--- config.mk ---
export PLATFORM = sky130hd
export DESIGN_NAME = pec_udiv
export DESIGN_NICKNAME = d
export VERILOG_FILES = /design/src/rtl/peaking_eq_coefficient_calc_macros.svh /design/src/rtl/pec_udiv.sv
export SDC_FILE = /design/constraint.sdc
export NUM_CORES = 2
export LEC_CHECK = 0
export ABC_AREA = 1
export BUFFER_PORTS_ARGS = -buffer_cell sky130_fd_sc_hd__buf_2
export CAP_MARGIN = 10
export CORE_MARGIN = 8
export CORE_UTILIZATION = 29
export CTS_CLUSTER_DIAMETER = 40
export DETAILED_ROUTE_END_ITERATION = 8
export GPL_TIMING_DRIVEN = 0
export SYNTH_ARGS = -nofsm -noshare
export SYNTH_HDL_FRONTEND = slang
export SYNTH_SLANG_ARGS = --single-unit
--- constraint.sdc ---
create_clock -name clk -period 4.2 [get_ports clk]
set_input_delay 0.42 -clock clk [delete_from_list [all_inputs] [get_ports clk]]
set_output_delay 0.42 -clock clk [all_outputs]
set_load 0.05 [all_outputs]
--- src/rtl/peaking_eq_coefficient_calc_macros.svh ---
// assertion macros shared by the rtl
`ifndef PEAKING_EQ_COEFFICIENT_CALC_MACROS_SVH
`define PEAKING_EQ_COEFFICIENT_CALC_MACROS_SVH

`ifndef ASSERT_OFF
`define PEC_ASSERT_NOW(lbl, ante, cons, msg) \
	lbl: assert property (@(posedge clk) disable iff (!arst_n) (ante) |-> (cons)) \
		else $error(msg);
`define PEC_ASSERT_NEXT(lbl, ante, cons, msg) \
	lbl: assert property (@(posedge clk) disable iff (!arst_n) (ante) |=> (cons)) \
		else $error(msg);
`else
`define PEC_ASSERT_NOW(lbl, ante, cons, msg)
`define PEC_ASSERT_NEXT(lbl, ante, cons, msg)
`endif

`endif

--- src/rtl/pec_udiv.sv ---
`timescale 1ns / 1ps
// restoring divider, one quotient bit per stage; num >> QW must be below den
module pec_udiv #(
	parameter int unsigned NUM_W = 49,
	parameter int unsigned DEN_W = 18,
	parameter int unsigned QW = 31
) (
	input  logic             clk,
	input  logic             en,
	input  logic [NUM_W-1:0] num,
	input  logic [DEN_W-1:0] den,
	output logic [QW-1:0]    quo
);

	logic [DEN_W-1:0] rem_s [QW];
	logic [DEN_W-1:0] den_s [QW];
	logic [QW-1:0]    low_s [QW];
	logic [QW-1:0]    quo_s [QW];

	for (genvar i = 0; i < QW; i++) begin : g_stage
		logic [DEN_W-1:0] rem_in;
		logic [DEN_W-1:0] den_in;
		logic [QW-1:0]    low_in;
		logic [QW-1:0]    quo_in;
		logic [DEN_W:0]   trial;
		logic             ge;

		if (i == 0) begin : g_first
			assign rem_in = DEN_W'(num[NUM_W-1:QW]);
			assign den_in = den;
			assign low_in = num[QW-1:0];
			assign quo_in = '0;
		end else begin : g_next
			assign rem_in = rem_s[i-1];
			assign den_in = den_s[i-1];
			assign low_in = low_s[i-1];
			assign quo_in = quo_s[i-1];
		end

		assign trial = {rem_in, low_in[QW-1]};
		assign ge = trial >= {1'b0, den_in};

		always_ff @(posedge clk) begin
			if (en) begin
				rem_s[i] <= ge ? DEN_W'(trial - {1'b0, den_in}) : trial[DEN_W-1:0];
				den_s[i] <= den_in;
				low_s[i] <= {low_in[QW-2:0], 1'b0};
				quo_s[i] <= {quo_in[QW-2:0], ge};
			end
		end
	end

	assign quo = quo_s[QW-1];

endmodule

[Word level (Yosys, flattened, before mapping)]
Memories as Yosys holds them, arrays and structs flattened.
Index checks and enable logic that the tools add are counted.
Word-level totals
  register bits after elaboration: 0
  RAM bits: 3007
  input port bits: 69
  memories: 4
Operators by class
  add/subtract/negate cells: 31
  $lt $le $gt $ge: 31
  muxes and demuxes: 33
Memories
  quo_s: depth 31, width 31, rd ports 31, clocked after memory_dff 0, wr ports 31, line pec_udiv.sv:18  | logic [QW-1:0] quo_s [QW];
  low_s: depth 31, width 30, rd ports 30, clocked after memory_dff 0, wr ports 31, line pec_udiv.sv:17  | logic [QW-1:0] low_s [QW];
  den_s: depth 31, width 18, rd ports 30, clocked after memory_dff 0, wr ports 31, line pec_udiv.sv:16  | logic [DEN_W-1:0] den_s [QW];
  rem_s: depth 31, width 18, rd ports 30, clocked after memory_dff 0, wr ports 31, line pec_udiv.sv:15  | logic [DEN_W-1:0] rem_s [QW];
Operator list (number)
  greater-or-equal comparator 19 x 18 -> 1 bit: 31
  two-way mux 18 bit: 31
  subtractor 18 bit: 31
  two-way mux 1 bit: 2

[Depth between registers and ports, before layout]
An unclocked memory read counts as a cell.
  word-level depth: 3
  mapped depth: 14

[Least setup slack after synthesis]
No wires, ideal clock.
  kind: in2reg
  start point: input port num[30]
  end point: memory rem_s[0][12] (data pin)
  setup time: 0.253 ns
  arrival time: 1.707 ns
  required time: 3.947 ns
  path slack: 2.240 ns
  stages on the path: 13
  cell sequence: inv_1 -> ha_1 -> inv_1 -> fa_1 -> nand2_1 -> nand2_1 -> and2_1 -> nand2_1 -> nand2_1 -> nand2_1 -> nand3b_1 -> nand3_1 -> nand2_1
RTL lines
  start, declared: line pec_udiv.sv:10  | input logic [NUM_W-1:0] num,
  end, declared: line pec_udiv.sv:15

==> flow_metrics.py <==
metrics = {
    "drt": {
        "post_drt_wl_per_cell_um": 15.16,
        "drcViolationCount": 0,
        "drtIter0Drc": 5022,
        "antenna_viol_nets_final": 0,
        "route.vias.total": 72460,
        "detail_route.wirelength_mm": 249.5,
        "viasPerCell": 4.405,
        "drt_first_pass_iters": 6,
    },
    "setup_path": {
        "setup.worst_path.class": "in2reg",
        "cp.required_ns": 4.70,
        "timing.critical_path.slowest_stage_cell": "sky130_fd_sc_hd__buf_16",
        "worst_path_most_repeated_cell": "sky130_fd_sc_hd__buf_16",
        "setup.worst_path.start_class": "input port",
        "crit_chain": "dlygate4sd3_1 -> buf_12 -> buf_16 -> buf_16 -> buf_16",
        "max_incr_delay_on_cp_ns": 0.60,
        "rr_startpoint": "den_s[1][182]",
        "worstRegToRegCells": 7,
        "crit_path_max_fanout": 168,
        "reg2reg_setup_slack_ns": 1.53,
        "cp.arrival_ns": 3.53,
        "timing.rr.end": "rem_s[1][212]",
        "cp-end-kind": "flop",
    },
    "yosys": {
        "synth_largest_area_cell": "sky130_fd_sc_hd__edfxtp_1",
        "synth.top_cells.by_count": "sky130_fd_sc_hd__nand2_1 (3408), sky130_fd_sc_hd__edfxtp_1 (2041), sky130_fd_sc_hd__inv_1 (1566)",
        "synth-seq-cells": 2041,
        "ys.flop_type": "sky130_fd_sc_hd__edfxtp_1",
        "syn-mean-instance-area_um2": 9.837,
        "synthDistinctLibCells": 40,
        "synthesis.yosys.warnings": 0,
        "syn_inst": 10760,
        "netlist_area_um2": 105900,
        "yosys_top_cell_area_share_pct": 57.88,
        "yosys-top-cells-area": "sky130_fd_sc_hd__edfxtp_1 (58%), sky130_fd_sc_hd__nand2_1 (12%), sky130_fd_sc_hd__ha_1 (6.6%)",
        "yosysSeqAreaShare_pct": 57.88,
        "post-synth-top-count-cell": "sky130_fd_sc_hd__nand2_1",
        "synth_edf_count": 2041,
        "ys_async_sr_fraction_pct": 0,
        "syn_nets": 11420,
    },
    "sta": {
        "setup_viol": 0,
        "post-route-min-period_ns": 3.034,
        "setup-tns-final_ns": 0,
        "post_route_fraction_of_the_period_consumed_by_the_critical_path_pct": 72.25,
        "timing.final.hold_violations": 0,
        "worstMarginPinSlew_ns": 1.087,
        "rsz0062_at_grt": "no",
        "hold-worst-slack_ns": 0.2483,
        "maxSlewHeadroom_pct": 27.55,
        "clock_skew_after_layout_ns": 0.04069,
        "timing.fmax_ghz": 0.3296,
        "slew_violations": 0,
    },
    "die": {
        "initial_core_util_pct": 29.03,
        "boundaryPins": 100,
        "design.core.area_um2": 364700,
        "die_area_um2": 384700,
        "fp.dieH_um": 620.3,
        "num_rows": 222,
        "die_width_um": 620.3,
    },
    "global_routing": {
        "first_global_vias": 70660,
        "largest_net_degree_at_the_start_of_global_routing": 176,
        "grt_util_overall_pct": 12.65,
        "grt_pass1_wl_mm": 392.7,
        "number_of_antenna_violations_at_the_first_check_in_global_routing": 4,
        "gr-total-overflow": 0,
    },
    "hold_path": {
        "timing.hold.worst.class": "in2reg",
        "hold_start": "num[25]",
        "timing.hold.worst_path_depth": 2,
        "min_to": "low_s[0][25]",
    },
    "pwr": {
        "power.leakage_nw": 55.75,
        "total_power_mw": 95.79,
        "peakVddDrop_mv": 0.3449,
        "power_per_cell_area_nw_per_um2": 757.4,
    },
    "clocking": {
        "htree_num_levels": 5,
        "cts_tree": "built",
        "maximum_buffer_depth_of_the_clock_tree": 4,
        "postCtsResizedCells": 0,
        "cts-buffers-inserted": 371,
        "cts_num_sinks": 2041,
        "clk_pin_slew_ns": 0.05,
        "worst_skew_pair.late_latency_ns": 0.89,
        "clock_tree.root_cell": "sky130_fd_sc_hd__clkbuf_16",
    },
    "final_layout": {
        "layout.nets": 11970,
        "synthToLayoutAreaGrowth_pct": 19.44,
        "drive_above_1_share_pct": 10.99,
    },
    "job": {
        "max_cap_viol_count": 0,
    },
    "placed_design": {
        "globalplace.congestion": 0.8878,
        "placement.io_buffers": 99,
        "hpwlAfterDp_mm": 184.1,
    },
    "outcome": {
        "result_of_the_run": "complete, no violations",
    },
}
## critical path, delay by kind of cell
family	cells	cell delay, ns
buffers and inverters	5	2.39
## where the power goes
| group | switching, mW | leakage (nW) | internal [mW] |
|---|---|---|---|
| Clock | 11.1 | 6.26 | 19.5 |
| Combinational | 22.5 | 29.5 | 12.0 |
| Sequential | 2.54 | 20.0 | 28.1 |
| Total | 36.1 | 55.7 | 59.7 |
## kinds of logic (layout without fill, tap and decap cells)
kind of cell	after synthesis	after routing	synth area share (%)
other	0	2	0
xor gates and xnor gates	240	240	1.985
buffers and inverters	1707	2576	6.500
DFF	2041	2041	57.88
and+or+nand+nor	5693	5693	23.61
adders and majority gates	588	588	7.161
AOI/OAI and AO/OA	495	495	2.860
## placed cells by master, fill, tap and decap left out, types with 22 or more instances in the layout
cell type / n
sky130_fd_sc_hd__a21oi_1: 256
sky130_fd_sc_hd__nor3_1: 110
sky130_fd_sc_hd__dlygate4sd3_1: 67
sky130_fd_sc_hd__o21bai_1: 30
sky130_fd_sc_hd__buf_6: 32
sky130_fd_sc_hd__buf_4: 22
sky130_fd_sc_hd__clkinv_2: 37
sky130_fd_sc_hd__o21ai_0: 61
sky130_fd_sc_hd__inv_6: 65
sky130_fd_sc_hd__nand3_1: 822
sky130_fd_sc_hd__nor2_2: 52
sky130_fd_sc_hd__nand3_2: 69
sky130_fd_sc_hd__inv_2: 30
sky130_fd_sc_hd__nor2_1: 730
sky130_fd_sc_hd__a21oi_2: 40
sky130_fd_sc_hd__fa_1: 30
sky130_fd_sc_hd__clkinv_4: 43
sky130_fd_sc_hd__clkbuf_16: 374
sky130_fd_sc_hd__ha_1: 558
sky130_fd_sc_hd__nand2_2: 66
sky130_fd_sc_hd__nand2_1: 3408
sky130_fd_sc_hd__bufinv_16: 46
sky130_fd_sc_hd__buf_2: 136
sky130_fd_sc_hd__o21ai_1: 36
sky130_fd_sc_hd__and2_1: 26
sky130_fd_sc_hd__nand4_1: 66
sky130_fd_sc_hd__nand3b_1: 237
sky130_fd_sc_hd__xor2_1: 228
sky130_fd_sc_hd__edfxtp_1: 2041
sky130_fd_sc_hd__clkinvlp_4: 38
sky130_fd_sc_hd__or2_2: 56
sky130_fd_sc_hd__clkinv_1: 39
sky130_fd_sc_hd__inv_1: 1566
sky130_fd_sc_hd__o21ai_2: 60
## state kept, by name (all words and copies together) (netlist names)
signal  flops
low_s     465
quo_s     496
rem_s     540
den_s     540
## metrics by stage
stage / setup WS [ns] / std cells / cell area [um^2] / utilization (%)
detailed placement: 0.8508 / 15690 / 112800 / 30.92
CTS: 1.224 / 16450 / 126500 / 34.68
floorplan: 2.240 / 10760 / 105900 / -
finish: 1.166 / 16450 / 126500 / 34.68
global placement: -31.24 / 15680 / 112400 / 30.82
global route: 0.9909 / 16450 / 126500 / 34.68
## final cells by class
| class | count | area, um^2 |
|---|---|---|
| plain buffers | 100 | 850.8 |
| well taps | 4816 | 6026 |
| repair buffers | 179 | 1539 |
| clock buffers | 393 | 9430 |
| fillers | 36840 | 238200 |
| inverters | 1607 | 6032 |
| clock inverters | 297 | 3586 |
| flip-flops and latches | 2041 | 61290 |
| multi-input cells | 7016 | 37720 |
| diodes | 2 | 5.005 |
## metal layers
layer,vias up,global-route usage [%],routed length [um]
li1,36940,-,-
met1,33530,16.79,113900
met2,1499,21.06,115800
met3,493,1.804,11110
met4,0,4.539,8709
met5,-,0,0
## how the worst max path moves through the flow
stage | startpoint | end | depth (start not counted)
floorplan | num[30] | rem_s[0][12] | 13
global placement | en | low_s[0][18] | 1
detailed placement | en | low_s[0][0] | 4
CTS | en | low_s[0][31] | 5
global route | en | low_s[0][0] | 5
finish | en | low_s[0][0] | 5
## timing repair
| item | CTS | global route |
|---|---|---|
| hold buffers | 67 | 0 |
| endpoints found under the hold margin | 126 | 0 |
| setup buffers | 0 | 0 |
No activity file was read; power rests on OpenSTA's default activity.
